## src/rtl/b64e_pkg.sv

```systemverilog
// ---------------------------------------------------------------------------
// b64e_pkg: shared types and helpers for the Base64 stream encoder
// Beat formats, job format between front and back, alphabet mapping.
// ---------------------------------------------------------------------------
package b64e_pkg;

    localparam logic [5:0] GROUPS_PER_LINE = 6'd19;
    localparam int         MAX_CHARS       = 8;
    localparam int         CNT_W           = $clog2(MAX_CHARS + 1);
    localparam int         IDX_W           = $clog2(MAX_CHARS);
    localparam int         QDEPTH          = 2;
    localparam int         QAW             = $clog2(QDEPTH);

    // configuration register indexes
    localparam logic [1:0] CFG_USE_PADDING = 2'd0;
    localparam logic [1:0] CFG_WRAP_LINES  = 2'd1;
    localparam logic [1:0] CFG_USE_CRLF    = 2'd2;
    localparam logic [1:0] CFG_URL_SAFE    = 2'd3;

    localparam logic [7:0] CH_CR  = 8'h0D;
    localparam logic [7:0] CH_LF  = 8'h0A;
    localparam logic [7:0] CH_PAD = 8'h3D;

    typedef struct packed {
        logic [7:0] data_byte;
        logic       last_byte;
    } t_in_beat;

    typedef struct packed {
        logic [7:0] out_char;
        logic       last_char;
    } t_out_beat;

    // one group's worth of output characters, in emission order
    typedef struct packed {
        logic [MAX_CHARS-1:0][7:0] chars;
        logic [CNT_W-1:0]          cnt;
        logic                      last;
    } t_job;

    function automatic logic [7:0] sextet_char(input logic [5:0] v, input logic url);
        logic [7:0] c;
        if (v < 6'd26) begin
            c = 8'h41 + {2'b00, v};
        end else if (v < 6'd52) begin
            c = 8'h61 + {2'b00, v} - 8'd26;
        end else if (v < 6'd62) begin
            c = 8'h30 + {2'b00, v} - 8'd52;
        end else if (v == 6'd62) begin
            c = url ? 8'h2D : 8'h2B;
        end else begin
            c = url ? 8'h5F : 8'h2F;
        end
        return c;
    endfunction

endpackage

```

## src/rtl/base64_stream_encoder.sv

```systemverilog
// The first character of a group passes through the job queue and then the output register.
// One byte per cycle in while o_stall is low, one character per cycle out while i_stall is low;
// a group of 3 bytes yields 4 to 8 characters, so the output sequencer sets the byte rate.
// The front keeps taking bytes while the 2-entry job queue has room.
// Reset: synchronous, active low; config returns to padding on, wrap on, LF, standard alphabet.
// ---------------------------------------------------------------------------
// base64_stream_encoder: streaming Base64 encoder top level
// Front collects bytes and builds each group's characters (incl. line
// breaks); a job queue decouples it from the back, which emits one beat
// per character through a registered output.
// ---------------------------------------------------------------------------
module base64_stream_encoder (
    input  logic                i_clk,
    input  logic                i_rst_n,
    // config write port: index 0 padding, 1 wrap, 2 crlf, 3 url-safe
    input  logic                i_cfg_we,
    input  logic [1:0]          i_cfg_idx,
    input  logic                i_cfg_data,
    // byte input channel
    input  logic                i_valid,
    input  b64e_pkg::t_in_beat  i_data,
    output logic                o_stall,
    // character output channel
    output logic                o_valid,
    output b64e_pkg::t_out_beat o_data,
    input  logic                i_stall
);
    import b64e_pkg::*;

    // job path: front -> queue -> back
    t_job q_in_job, q_out_job;
    logic q_push, q_pop, q_full, q_empty;

    // front: config registers, byte holding, line counter, char list build
    b64e_front u_front (
        .i_clk      (i_clk),
        .i_rst_n    (i_rst_n),
        .i_cfg_we   (i_cfg_we),
        .i_cfg_idx  (i_cfg_idx),
        .i_cfg_data (i_cfg_data),
        .i_valid    (i_valid),
        .i_data     (i_data),
        .o_stall    (o_stall),
        .i_q_full   (q_full),
        .o_push     (q_push),
        .o_job      (q_in_job)
    );

    // short queue so a stalled output does not block byte intake at once
    b64e_queue u_queue (
        .i_clk   (i_clk),
        .i_rst_n (i_rst_n),
        .i_push  (q_push),
        .i_job   (q_in_job),
        .i_pop   (q_pop),
        .o_full  (q_full),
        .o_empty (q_empty),
        .o_job   (q_out_job)
    );

    // back: one character beat per cycle, held while stalled
    b64e_back u_back (
        .i_clk     (i_clk),
        .i_rst_n   (i_rst_n),
        .i_q_empty (q_empty),
        .i_job     (q_out_job),
        .o_pop     (q_pop),
        .o_valid   (o_valid),
        .o_data    (o_data),
        .i_stall   (i_stall)
    );

endmodule

```

## src/rtl/b64e_front.sv

```systemverilog
// ---------------------------------------------------------------------------
// b64e_front: byte intake and group builder
// Collects bytes into groups, tracks line position and builds the
// character list of each finished group as one job.
// ---------------------------------------------------------------------------
module b64e_front (
    input  logic               i_clk,
    input  logic               i_rst_n,
    input  logic               i_cfg_we,
    input  logic [1:0]         i_cfg_idx,
    input  logic               i_cfg_data,
    input  logic               i_valid,
    input  b64e_pkg::t_in_beat i_data,
    output logic               o_stall,
    input  logic               i_q_full,
    output logic               o_push,
    output b64e_pkg::t_job     o_job
);
    import b64e_pkg::*;

    logic        r_pad, r_wrap, r_crlf, r_url;
    logic [15:0] r_held, n_held;
    logic [1:0]  r_pos, n_pos;
    logic [5:0]  r_gleft, n_gleft;

    logic             accept;
    logic             group_done;
    logic [7:0]       b0, b1, b2;
    logic [5:0]       g_dec;
    logic             brk_line;
    logic [CNT_W-1:0] n;
    t_job             job;

    assign o_stall    = i_q_full;
    assign accept     = i_valid && !i_q_full;
    assign group_done = (r_pos == 2'd2) || i_data.last_byte;
    assign o_push     = accept && group_done;
    assign o_job      = job;

    assign g_dec    = r_gleft - 6'd1;
    assign brk_line = r_wrap && (g_dec == 6'd0);

    always_comb begin
        b0 = 8'd0;
        b1 = 8'd0;
        b2 = 8'd0;
        unique case (r_pos)
            2'd0: b0 = i_data.data_byte;
            2'd1: begin
                b0 = r_held[15:8];
                b1 = i_data.data_byte;
            end
            default: begin
                b0 = r_held[15:8];
                b1 = r_held[7:0];
                b2 = i_data.data_byte;
            end
        endcase
    end

    // append characters in order; n is the running count
    always_comb begin
        job.chars = '0;
        job.last  = i_data.last_byte;
        n         = '0;
        job.chars[n[IDX_W-1:0]] = sextet_char(b0[7:2], r_url);
        n = n + 1'b1;
        job.chars[n[IDX_W-1:0]] = sextet_char({b0[1:0], b1[7:4]}, r_url);
        n = n + 1'b1;
        if (r_pos != 2'd0) begin
            job.chars[n[IDX_W-1:0]] = sextet_char({b1[3:0], b2[7:6]}, r_url);
            n = n + 1'b1;
        end else if (r_pad) begin
            job.chars[n[IDX_W-1:0]] = CH_PAD;
            n = n + 1'b1;
        end
        if (r_pos == 2'd2) begin
            job.chars[n[IDX_W-1:0]] = sextet_char(b2[5:0], r_url);
            n = n + 1'b1;
        end else if (r_pad) begin
            job.chars[n[IDX_W-1:0]] = CH_PAD;
            n = n + 1'b1;
        end
        if (brk_line) begin
            if (r_crlf) begin
                job.chars[n[IDX_W-1:0]] = CH_CR;
                n = n + 1'b1;
            end
            job.chars[n[IDX_W-1:0]] = CH_LF;
            n = n + 1'b1;
        end
        if (i_data.last_byte && r_wrap) begin
            if (r_crlf) begin
                job.chars[n[IDX_W-1:0]] = CH_CR;
                n = n + 1'b1;
            end
            job.chars[n[IDX_W-1:0]] = CH_LF;
            n = n + 1'b1;
        end
        job.cnt = n;
    end

    always_comb begin
        n_held  = r_held;
        n_pos   = r_pos;
        n_gleft = r_gleft;
        if (accept) begin
            if (!group_done) begin
                if (r_pos == 2'd0) begin
                    n_held = {i_data.data_byte, 8'h00};
                end else begin
                    n_held = {r_held[15:8], i_data.data_byte};
                end
                n_pos = r_pos + 2'd1;
            end else begin
                n_held = '0;
                n_pos  = '0;
                if (r_wrap) begin
                    n_gleft = brk_line ? GROUPS_PER_LINE : g_dec;
                end
                if (i_data.last_byte) begin
                    n_gleft = GROUPS_PER_LINE;
                end
            end
        end
    end

    always_ff @(posedge i_clk) begin
        if (!i_rst_n) begin
            r_pad   <= 1'b1;
            r_wrap  <= 1'b1;
            r_crlf  <= 1'b0;
            r_url   <= 1'b0;
            r_held  <= '0;
            r_pos   <= '0;
            r_gleft <= GROUPS_PER_LINE;
        end else begin
            r_held  <= n_held;
            r_pos   <= n_pos;
            r_gleft <= n_gleft;
            if (i_cfg_we) begin
                unique case (i_cfg_idx)
                    CFG_USE_PADDING: r_pad  <= i_cfg_data;
                    CFG_WRAP_LINES:  r_wrap <= i_cfg_data;
                    CFG_USE_CRLF:    r_crlf <= i_cfg_data;
                    CFG_URL_SAFE:    r_url  <= i_cfg_data;
                endcase
            end
        end
    end

endmodule

```

## src/rtl/b64e_queue.sv

```systemverilog
// ---------------------------------------------------------------------------
// b64e_queue: job queue between front and back
// Small FIFO that lets the intake and the character output stall apart.
// ---------------------------------------------------------------------------
module b64e_queue (
    input  logic           i_clk,
    input  logic           i_rst_n,
    input  logic           i_push,
    input  b64e_pkg::t_job i_job,
    input  logic           i_pop,
    output logic           o_full,
    output logic           o_empty,
    output b64e_pkg::t_job o_job
);
    import b64e_pkg::*;

    t_job           mem [QDEPTH];
    logic [QAW-1:0] r_wptr, r_rptr;
    logic [QAW:0]   r_count;
    logic           do_push, do_pop;

    assign o_full  = (r_count == (QAW+1)'(QDEPTH));
    assign o_empty = (r_count == '0);
    assign o_job   = mem[r_rptr];
    assign do_push = i_push && !o_full;
    assign do_pop  = i_pop && !o_empty;

    always_ff @(posedge i_clk) begin
        if (do_push) begin
            mem[r_wptr] <= i_job;
        end
    end

    always_ff @(posedge i_clk) begin
        if (!i_rst_n) begin
            r_wptr  <= '0;
            r_rptr  <= '0;
            r_count <= '0;
        end else begin
            if (do_push) r_wptr <= r_wptr + 1'b1;
            if (do_pop)  r_rptr <= r_rptr + 1'b1;
            priority if (do_push && !do_pop) begin
                r_count <= r_count + 1'b1;
            end else if (do_pop && !do_push) begin
                r_count <= r_count - 1'b1;
            end
        end
    end

endmodule

```

## src/rtl/b64e_back.sv

```systemverilog
// ---------------------------------------------------------------------------
// b64e_back: character sequencer
// Walks the head job one character per cycle into the output register while the output is not stalled.
// ---------------------------------------------------------------------------
module b64e_back (
    input  logic                i_clk,
    input  logic                i_rst_n,
    input  logic                i_q_empty,
    input  b64e_pkg::t_job      i_job,
    output logic                o_pop,
    output logic                o_valid,
    output b64e_pkg::t_out_beat o_data,
    input  logic                i_stall
);
    import b64e_pkg::*;

    logic [IDX_W-1:0] r_idx;
    logic             r_valid;
    t_out_beat        r_data;
    logic             load;
    logic             at_end;

    assign load    = !i_q_empty && (!r_valid || !i_stall);
    assign at_end  = ({1'b0, r_idx} == (i_job.cnt - 1'b1));
    assign o_pop   = load && at_end;
    assign o_valid = r_valid;
    assign o_data  = r_data;

    always_ff @(posedge i_clk) begin
        if (load) begin
            r_data.out_char  <= i_job.chars[r_idx];
            r_data.last_char <= i_job.last && at_end;
        end
    end

    always_ff @(posedge i_clk) begin
        if (!i_rst_n) begin
            r_valid <= 1'b0;
            r_idx   <= '0;
        end else begin
            if (load) begin
                r_valid <= 1'b1;
                r_idx   <= at_end ? '0 : r_idx + 1'b1;
            end else if (!i_stall) begin
                r_valid <= 1'b0;
            end
        end
    end

endmodule

```

## config.mk

```make
export PLATFORM = sky130hd
export DESIGN_NAME = base64_stream_encoder
export DESIGN_NICKNAME = d
export VERILOG_FILES = /design/src/rtl/b64e_pkg.sv /design/src/rtl/base64_stream_encoder.sv /design/src/rtl/b64e_front.sv /design/src/rtl/b64e_queue.sv /design/src/rtl/b64e_back.sv
export SDC_FILE = /design/constraint.sdc
export NUM_CORES = 1
export LEC_CHECK = 0
export ABC_CLOCK_PERIOD_IN_PS = 11400
export BUFFER_PORTS_ARGS = -buffer_cell sky130_fd_sc_hd__buf_2
export CORE_MARGIN = 2
export CORE_UTILIZATION = 25
export DETAILED_ROUTE_END_ITERATION = 10
export GPL_ROUTABILITY_DRIVEN = 0
export MAX_ROUTING_LAYER = met4
export PLACE_DENSITY = 0.35
export SLEW_MARGIN = 10
export SYNTH_ARGS = -nofsm -noshare
export SYNTH_HDL_FRONTEND = slang
export SYNTH_SLANG_ARGS = --single-unit
```

## constraint.sdc

```tcl
create_clock -name i_clk -period 11.4 [get_ports i_clk]
set_input_delay 1.14 -clock i_clk [delete_from_list [all_inputs] [get_ports i_clk]]
set_output_delay 1.14 -clock i_clk [all_outputs]
set_load 0.01 [all_outputs]
```

==> metrics.md, run 1 <==
| Metric | Value |
|---|---|
| WL/cell | `between 15 and 20 µm` |
| I/O Buffers | `27` |
| Critical Path RT | `11560 ps` |
| PwrDens | `around 140 nW/µm²` |
| Min Clock Period, post-route | `~4500 ps` |
| Fillers | `approximately 3.7k` |
| GR peak layer | `met2` |
| Total negative slack | `0 ps` |
| Hold Buf Count CTS | `0` |
| Final WL | `26200 µm` |
| Cells after Synth | `between 800 and 900` |
| Inserted Clock Buffers | `17` |
| DRC | `0` |
| Final Hold Violating Endpoints | `0` |
| Fmax | `between 0.2 and 0.25 GHz` |
| Clk buf depth | `2` |
| Vias | `6707` |
| Final Max Slew Viols | `0` |
| Status | `completed` |
| CTS sink cnt | `roughly 140` |
| Type of destination of the critical path | `flop` |
| Vias in the first global route | `approximately 6.6k` |
| Area grow syn2layout | `13.7%` |
| CP startpoint kind | `flop` |
| Grt met3 use | `0.0255` |
| Io pins | `28` |
| Worst path max stage delay | `between 400 and 500 ps` |
| Ant. Diodes | `0` |
| Chip height | `193 µm` |
| ANT nets after route | `0` |
| Grt met2 use | `0.218` |
| Post-DP HPWL | `between 15000 and 20000 µm` |
| Post-synth EDFFs | `approximately 110` |
| Arrival time at the worst endpoint | `around 4700 ps` |
| Met1 Use GR | `0.206` |
| Unrepaired setup endpoints after global routing | `false` |
| Global route total overflow | `0` |
| Largest net degree at the start of global routing | `~50` |
| Final Cycle Share | `0.396` |
| DP Area | `around 9600 µm²` |
| Post_cts resized | `0` |
| DRT iter0 DRCs | `roughly 600` |
| Post-synth ARST share | `0` |
| Worst Tran Pin Value | `between 800 and 900 ps` |
| Starting Density | `0.253` |
| Worst min path class | `flop to flop` |
| Clock skew | `between 10 and 15 ps` |
| Final std cells w/o fill | `between 1k and 1.5k` |
| Vias per inst | `about 4.9` |
| CP max-delay cell | `ha_1` |
| Seq cells post-synth | `around 140` |
| Setup CP Type | `flop to flop` |
| # H-tree levels | `4` |
| YS warnings | `0` |
| Cell variety after synth | `77` |
| Leak | `about 3.6 nW` |
| Register area share after synthesis | `0.440` |
| # setup viols final | `0` |
| Nets | `between 900 and 1k` |
| Core area | `approximately 35000 µm²` |
| Overall Global Routing Usage | `0.147` |
| FP Rows | `69` |
| Post-CTS Setup Inserts | `0` |
| Full die area | `37400 µm²` |
| Die Span X | `a little under 200 µm` |
| Maxcap violations | `0` |
| Final Cell Area | `slightly above 10000 µm²` |
| CP Max Fanout | `14` |
| Share of layout cells above drive strength 1 | `0.129` |
| VDD IR max | `0.106 mV` |
| CTS tree | `yes` |
| Clk pin slew, worst setup/hold paths | `70 ps` |
| Synthesized area | `~9000 µm²` |
| Slew headroom | `0.439` |
| Length of the first detailed-routing pass in iterations | `4` |
| Initial antenna violation count | `0` |
| Worst-path cell chain | `inv_1, ha_1, nor2b_1, nor3_1, buf_4, ha_1, nand2_1, o21ai_0, ha_1, nand2_1, nand2_1, ha_1, nand4_1, o32a_1, and2_1, nor3_1, nor2_1` |
| Most frequent CP cell | `ha_1` |
| Util after Layout | `0.288` |
| Dominant synthesized flop cell | `edfxtp_1` |
| Clock Latency Late Sink | `440 ps` |
| Global-route wire length before repair | `a little over 40000 µm` |
| Inst Count DP | `1339` |
| Root cell of the clock tree | `clkbuf_16` |
| Synthesized area per cell | `about 10 µm²` |
==> cell usage after synthesis, types with 11 or more instances <==
cell	instances	area, µm²
o21ai_0	54	270
a211oi_1	11	82.6
xnor2_1	23	201
a21oi_1	27	135
edfxtp_1	107	3210
nor2_1	52	195
nor2b_1	31	194
nand3_1	33	165
a31oi_1	16	100
and2_1	12	75.1
a22oi_1	18	135
nand2b_1	16	100
o21a_1	15	113
mux2i_1	22	220
dfxtp_1	37	741
clkbuf_1	37	139
ha_1	41	513
nand2_1	85	319
nor3_1	25	125
mux4_2	24	541
inv_1	35	131
xor2_1	13	114
==> worst max-delay path, delay by kind of cell, from the launching register on <==
family | cells | cell delay (ps)
flip-flops | 1 | 330
adder cells (fa/ha/maj) | 4 | 1490
AND/OR/NAND/NOR | 9 | 1670
AO/OA/AOI/OAI | 2 | 480
buffers and inverters | 2 | 280
==> cell type report <==
type | instances | area, µm² | area share
multi-input combinational | 659 | 4710 | 0.462
clock buffer | 18 | 429 | 0.0421
inverter | 38 | 144 | 0.0141
timing repair buffer | 37 | 210 | 0.0206
tap | 461 | 577 | 0.0565
sequential | 144 | 3960 | 0.388
clock inverter | 14 | 176 | 0.0173
==> power by group <==
| part | leakage [nW] | switching [mW] | total (mW) | internal (mW) |
|---|---|---|---|---|
| sequential | 1.27 | 0.0216 | 0.622 | 0.600 |
| clock | 0.292 | 0.256 | 0.588 | 0.332 |
| combinational | 2.02 | 0.146 | 0.238 | 0.0917 |
==> cells by family (layout without fill, tap and decap cells) <==
group | count (synthesis) | after routing | synth area share
and+or+nand+nor | 314 | 314 | 0.178
AOI/OAI and AO/OA | 210 | 210 | 0.157
DFF | 144 | 144 | 0.440
buffers and inverters | 85 | 107 | 0.0369
muxes | 50 | 50 | 0.0898
adders and majority gates | 41 | 41 | 0.0572
xor gates and xnor gates | 38 | 38 | 0.0401
other | 2 | 6 | 0.000837
==> registers in the layout, indices dropped and copies added (netlist names), 2 cells and up, named ones only <==
register,flops
u_back.o_data,9
u_back.r_idx,3
u_front.r_gleft,6
u_front.r_held,16
u_front.r_pos,2
u_queue.mem,98
u_queue.r_count,2
==> layer usage <==
metal / vias up / wire length [µm]
li1: 3314 / -
met1: 3262 / 13400
met2: 112 / 11700
met3: 19 / 761
met4: 0 / 344
met5: - / 0
==> path summary, 6_finish.rpt <==
kind	from	end	slack [ps]	depth (start not counted)
worst max-delay path	u_front.r_pos[0]$_SDFFE_PN0P_	u_queue.mem[1][63]$_DFFE_PP_	6880	17
worst min-delay path	u_back.o_valid$_SDFFE_PN0P_	u_back.o_valid$_SDFFE_PN0P_	490	2
worst min register to register	u_back.o_valid$_SDFFE_PN0P_	u_back.o_valid$_SDFFE_PN0P_	490	2
worst max register to register	u_front.r_pos[0]$_SDFFE_PN0P_	u_queue.mem[1][63]$_DFFE_PP_	6880	17
==> cells in the final DEF (no fill, tap or decap), types with 27 or more instances in the layout <==
| master | instances |
|---|---|
| ha_1 | 41 |
| nor2b_1 | 31 |
| a21oi_1 | 27 |
| nor2_1 | 52 |
| o21ai_0 | 54 |
| buf_2 | 27 |
| dfxtp_1 | 35 |
| nand3_1 | 33 |
| nand2_1 | 85 |
| edfxtp_1 | 107 |
| inv_1 | 35 |
==> through the flow <==
stage,hold slack [ps],power [mW],setup WS (ps)
global route,535,1.52,6390
global placement,476,0.878,7000
finish,487,1.45,6880
floorplan,458,0.795,5980
CTS,489,1.47,6910
detailed placement,481,0.877,6940
(Power assumes the default switching activity.)
==> inputs of run 2 (changes only) <==
Settings changed: ABC_CLOCK_PERIOD_IN_PS 11400 to 4450.
Clock period 11.4 ns to 4.45 ns, I/O delays scaled along.
==> metrics.md, run 2 (synthesis gave the netlist of run 1 again) <==
| Metric | Value |
|---|---|
| PwrDens | `355 nW/µm² (+150%)` |
| Number of flip-flops in the largest register | `98 (unchanged)` |
| # setup viols final | `0 (unchanged)` |
| Critical Path RT | `4660 ps (-6900 ps)` |
| CP startpoint kind | `flop` |
| Final Max Slew Viols | `0 (unchanged)` |
| Global route total overflow | `0 (unchanged)` |
| Vias per inst | `4.86 (-0.68%)` |
| Share of layout cells above drive strength 1 | `0.146 (+0.0178)` |
| Length of the first detailed-routing pass in iterations | `5 (+1)` |
| Overall Global Routing Usage | `0.148 (+0.00112)` |
| Status | `completed` |
| I/O Buffers | `27 (unchanged)` |
| Clock skew | `17.9 ps (+7.78 ps)` |
| Full die area | `37400 µm² (unchanged)` |
| DRT iter0 DRCs | `518 (-14%)` |
| Util after Layout | `0.292 (+0.00405)` |
| Largest net degree at the start of global routing | `51 (unchanged)` |
| Fmax | `0.245 GHz (+11%)` |
| Worst path max stage delay | `400 ps (-60 ps)` |
| Io pins | `28 (unchanged)` |
| Final Cycle Share | `0.916 (+0.519)` |
| Min Clock Period, post-route | `4070 ps (-442 ps)` |
| Post-DP HPWL | `19300 µm (+2.9%)` |
| Nets | `974 (+2.0%)` |
| Worst-path cell chain | `inv_1, ha_1, nor2b_1, nor3_1, buf_4, xor2_1, ha_1, nand2_1, nand2_1, ha_1, nand2_1, o211a_2, clkinv_2, nand4_1, nor3b_2, a21boi_0` |
| Unrepaired setup endpoints after global routing | `false` |
| Final Hold Violating Endpoints | `0 (unchanged)` |
| CTS tree | `yes` |
| FP Rows | `69 (unchanged)` |
| Area grow syn2layout | `15.3%` |
| Vias | `6754 (+0.70%)` |
| Clock Latency Late Sink | `440 ps (about the same)` |
| Clk buf depth | `2 (unchanged)` |
| Root cell of the clock tree | `clkbuf_16` |
| Clk pin slew, worst setup/hold paths | `80 ps (about the same)` |
| Fillers | `3644 (-2.1%)` |
| Total negative slack | `0 ps (unchanged)` |
| Inst Count DP | `1358 (+1.4%)` |
| CP max-delay cell | `a21boi_0` |
| Core area | `35500 µm² (unchanged)` |
| Leak | `3.68 nW (+2.6%)` |
| Final std cells w/o fill | `1390 (+1.4%)` |
| Ant. Diodes | `0 (unchanged)` |
| Worst min path class | `input pin to flop` |
| Die Span X | `193 µm (unchanged)` |
| # H-tree levels | `4 (unchanged)` |
| DRC | `0 (unchanged)` |
| Inserted Clock Buffers | `17 (unchanged)` |
| Vias in the first global route | `6701 (+1.4%)` |
| ANT nets after route | `0 (unchanged)` |
| Most frequent cells in the layout | `107 x edfxtp_1, 85 x nand2_1, 54 x o21ai_0` |
| Type of destination of the critical path | `flop` |
| VDD IR max | `0.278 mV (+160%)` |
| Post-CTS Setup Inserts | `0 (unchanged)` |
| Chip height | `193 µm (unchanged)` |
| CP Max Fanout | `10 (-4)` |
| Setup CP Type | `flop to flop` |
| Commonest non-fill, non-tap cell in the layout | `edfxtp_1` |
| Final WL | `26400 µm (+0.72%)` |
| Starting Density | `0.253 (unchanged)` |
| Slew headroom | `0.299 (-0.140)` |
| Worst Tran Pin Value | `1040 ps (+194 ps)` |
| WL/cell | `19.0 µm (-0.66%)` |
| Maxcap violations | `0 (unchanged)` |
| Arrival time at the worst endpoint | `4280 ps (-400 ps)` |
| Initial antenna violation count | `0 (unchanged)` |
| Global-route wire length before repair | `41300 µm (+1.0%)` |
| CTS sink cnt | `144 (unchanged)` |
| Most flops, register | `u_queue.mem` |
-- run 2: changes by cell type in the layout (fill, tap and decap cells not counted), sizes merged --
| cell | before | now |
|---|---|---|
| buf | 37 | 56 |
| bufinv | 2 | 1 |
| clkbuf | 18 | 17 |
| clkinv | 5 | 6 |
| clkinvlp | 2 | 1 |
| inv | 43 | 45 |
-- run 2: stage by stage --
stage	power [mW]	area, µm²	worst slack, ps	hold slack [ps]
4_1_cts	3.74	10300	365	245
3_5_place_dp	2.26	9760	389	485
5_1_grt	3.87	10300	50.3	261
2_1_floorplan	2.04	9000	385	458
6_report	3.68	10300	376	267
3_3_place_gp	2.27	9760	532	478
-- run 2: worst paths after layout --
kind,startpoint,to,slack [ps],depth (start not counted)
setup / recovery,u_front.r_pos[0]$_SDFFE_PN0P_,u_queue.mem[0][25]$_DFFE_PP_,380,16
hold / removal,i_cfg_data,u_front.r_wrap$_SDFFE_PN1P_,270,3
setup reg to reg,u_front.r_pos[0]$_SDFFE_PN0P_,u_queue.mem[0][25]$_DFFE_PP_,380,16
hold reg to reg,u_front.r_pos[1]$_SDFFE_PN0P_,u_front.r_pos[1]$_SDFFE_PN0P_,490,2
-- run 2: critical path, delay by kind of cell, from the launching register on --
kind | cells | cell delay, ps
compound gates | 2 | 690
xor+xnor | 1 | 260
fa+ha+maj | 3 | 860
buf+inv | 3 | 470
flops | 1 | 350
simple gates | 7 | 1210
-- run 2: final cells by class --
class	instances	area, µm²	area share
inverters	38	144	0.0139
repair buffers	56	365	0.0353
flip-flops and latches	144	3960	0.382
well taps	461	577	0.0557
clock inverters	15	161	0.0156
clock buffers	17	425	0.0411
multi-input cells	659	4720	0.456
-- run 2: timing repair --
action	4_1_cts	5_1_grt
hold buffers	0	0
gates resized for setup	0	1
setup endpoints to repair	0	2
-- run 2: power by group --
part / switching [mW] / leakage [nW] / internal, mW
Sequential: 0.0319 / 1.27 / 1.54
Clock: 0.662 / 0.286 / 0.796
Combinational: 0.399 / 2.12 / 0.252
Total: 1.09 / 3.68 / 2.59
-- run 2: layer usage --
layer | GRT usage | part of all wire | up-vias
met4 | 0.0466 | 0.019 | 0
met2 | 0.214 | 0.44 | 100
met1 | 0.209 | 0.52 | 3264
li1 | - | - | 3366
met3 | 0.0253 | 0.026 | 24
met5 | - | 0 | -
==> inputs of run 3 (changes only) <==
Settings changed: CORE_UTILIZATION 25 to 35, PLACE_DENSITY 0.35 to 0.46, RECOVER_POWER set to 50.
==> metrics.md, run 3 (synthesis gave the netlist of run 1 again) <==
| Metric | Value |
|---|---|
| Starting Density | `0.356 (+0.103)` |
| Critical Path RT | `4610 ps (-50 ps)` |
| # H-tree levels | `4 (unchanged)` |
| Global-route wire length before repair | `37500 µm (-9.2%)` |
| Final WL | `23600 µm (-10%)` |
| Worst-path cell chain | `inv_1, ha_1, nor2b_1, nor3_1, ha_1, nand2_1, o21ai_0, ha_1, nand2_1, nand2_1, ha_1, nand4_1, o32a_1, and2_1, a211o_1, nand3b_1` |
| Type of destination of the critical path | `flop` |
| VDD IR max | `0.195 mV (-30%)` |
| # setup viols final | `0 (unchanged)` |
| Unrepaired setup endpoints after global routing | `false` |
| Hold Buf Count CTS | `0 (unchanged)` |
| Inst Count DP | `1217 (-10%)` |
| Fmax | `0.255 GHz (+4.1%)` |
| Vias | `6781 (+0.40%)` |
| Number of flip-flops in the largest register | `98 (unchanged)` |
| Root cell of the clock tree | `clkbuf_16` |
| Io pins | `28 (unchanged)` |
| Failing checks | `max-capacitance violations, max-slew violations` |
| Min Clock Period, post-route | `3920 ps (-159 ps)` |
| Most flops, register | `u_queue.mem` |
| Commonest non-fill, non-tap cell in the layout | `edfxtp_1` |
| DRC | `0 (unchanged)` |
| Vias per inst | `5.43 (+12%)` |
| Largest net degree at the start of global routing | `51 (unchanged)` |
| Length of the first detailed-routing pass in iterations | `5 (unchanged)` |
| Clock skew | `12.5 ps (-5.39 ps)` |
| R2R Setup Slk | `530 ps (+160 ps)` |
| Post-DP HPWL | `16900 µm (-12%)` |
| CTS sink cnt | `144 (unchanged)` |
| Area grow syn2layout | `11.8%` |
| Inserted Clock Buffers | `17 (unchanged)` |
| Maxcap violations | `1 (+1)` |
| FP Rows | `58 (-16%)` |
| Slew headroom | `-0.0299 (-0.329)` |
| Chip height | `164 µm (-15%)` |
| Most frequent cells in the layout | `107 x edfxtp_1, 85 x nand2_1, 54 x o21ai_0` |
| Pre-CTS setup slack | `576 ps (+187 ps)` |
| Start point of the critical path | `u_front.r_pos[0]$_SDFFE_PN0P_` |
| Vias in the first global route | `6407 (-4.4%)` |
| CP startpoint kind | `flop` |
| Hold_ws | `288 ps (+21.2 ps)` |
| WL/cell | `18.9 µm (-0.38%)` |
| CP Max Fanout | `10 (unchanged)` |
| Fillers | `2437 (-33%)` |
| Full die area | `26900 µm² (-28%)` |
| Worst path max stage delay | `420 ps (+20 ps)` |
| Initial antenna violation count | `0 (unchanged)` |
| Worst min path class | `input pin to flop` |
| Nets | `964 (-1.0%)` |
| Status | `complete, but fails checks` |
| Design Power | `3.58 mW (-2.6%)` |
| Share of layout cells above drive strength 1 | `0.116 (-0.0300)` |
| CTS tree | `yes` |
| ANT nets after route | `0 (unchanged)` |
| Final Cycle Share | `0.880 (-0.0357)` |
| Ant. Diodes | `0 (unchanged)` |
| Arrival time at the worst endpoint | `4070 ps (-210 ps)` |
| Overall Global Routing Usage | `0.189 (+0.0415)` |
| CP max-delay cell | `ha_1` |
| Core area | `25200 µm² (-29%)` |
| DRT iter0 DRCs | `472 (-8.9%)` |
| Final Hold Violating Endpoints | `0 (unchanged)` |
| Critical R2R Launch | `u_front.r_pos[0]$_SDFFE_PN0P_` |
| Die Span X | `164 µm (-15%)` |
| Most frequent CP cell | `ha_1` |
| Clk pin slew, worst setup/hold paths | `60 ps (-20 ps)` |
| Hold path start | `i_cfg_data` |
| Post-CTS Setup Inserts | `0 (unchanged)` |
| Clk buf depth | `2 (unchanged)` |
| PwrDens | `357 nW/µm² (+0.43%)` |
| Worst Tran Pin Value | `1540 ps (+509 ps)` |
| Total negative slack | `0 ps (unchanged)` |
| Final Max Slew Viols | `38 (+38)` |
| Clock Latency Late Sink | `430 ps (about the same)` |
| Global route total overflow | `0 (unchanged)` |
| Final std cells w/o fill | `1249 (-10%)` |
| I/O Buffers | `27 (unchanged)` |
| Post_cts resized | `0 (unchanged)` |
| Min setup slack post-route | `535 ps (+159 ps)` |
| Setup CP Type | `flop to flop` |
| Leak | `3.55 nW (-3.4%)` |
[run 3: changes by cell type in the layout (fill, tap and decap cells not counted), sizes merged]
cell	change
clkbuf	+18
clkinvlp	+2
inv	-4
buf	-26
[run 3: worst max-delay path, delay by kind of cell (launching register included)]
| kind | cells | cell delay [ps] |
|---|---|---|
| simple gates | 8 | 1190 |
| buf+inv | 1 | 100 |
| fa+ha+maj | 4 | 1210 |
| compound gates | 3 | 830 |
| flops | 1 | 320 |
[run 3: layout make-up]
type                    count  area (µm²)  share of cell area
clock buffers              19         433              0.0431
flip-flops and latches    144        3950               0.394
well taps                 330         413              0.0411
multi-input cells         659        4720               0.470
repair buffers             46         251              0.0250
clock inverters            13         128              0.0127
inverters                  38         144              0.0143
[run 3: metrics by stage]
step / cell area [µm²] / util
detailed placement: 9510 / 0.378
global route: 10000 / 0.399
floorplan: 9000 / -
finish: 10000 / 0.399
CTS: 10100 / 0.400
global placement: 9510 / 0.378
[run 3: report_power, final]
group	total (mW)	switching (mW)	internal [mW]
clock	1.39	0.612	0.779
combinational	0.620	0.384	0.236
sequential	1.57	0.0336	1.54
total	3.58	1.03	2.55
[run 3: per-layer routing]
layer | up-vias | part of all wire | global-route usage | wire [µm]
met1 | 3280 | 0.51 | 0.272 | 12100
met3 | 14 | 0.034 | 0.0333 | 814
met2 | 147 | 0.44 | 0.276 | 10400
met4 | 0 | 0.011 | 0.0478 | 254
li1 | 3340 | - | - | -
met5 | - | 0 | - | 0
[run 3: worst paths after layout]
check | to | cells after the start
max | u_queue.mem[0][16]$_DFFE_PP_ | 16
min | u_front.r_wrap$_SDFFE_PN1P_ | 3
max reg2reg | u_queue.mem[0][16]$_DFFE_PP_ | 16
min reg2reg | u_back.o_valid$_SDFFE_PN0P_ | 2
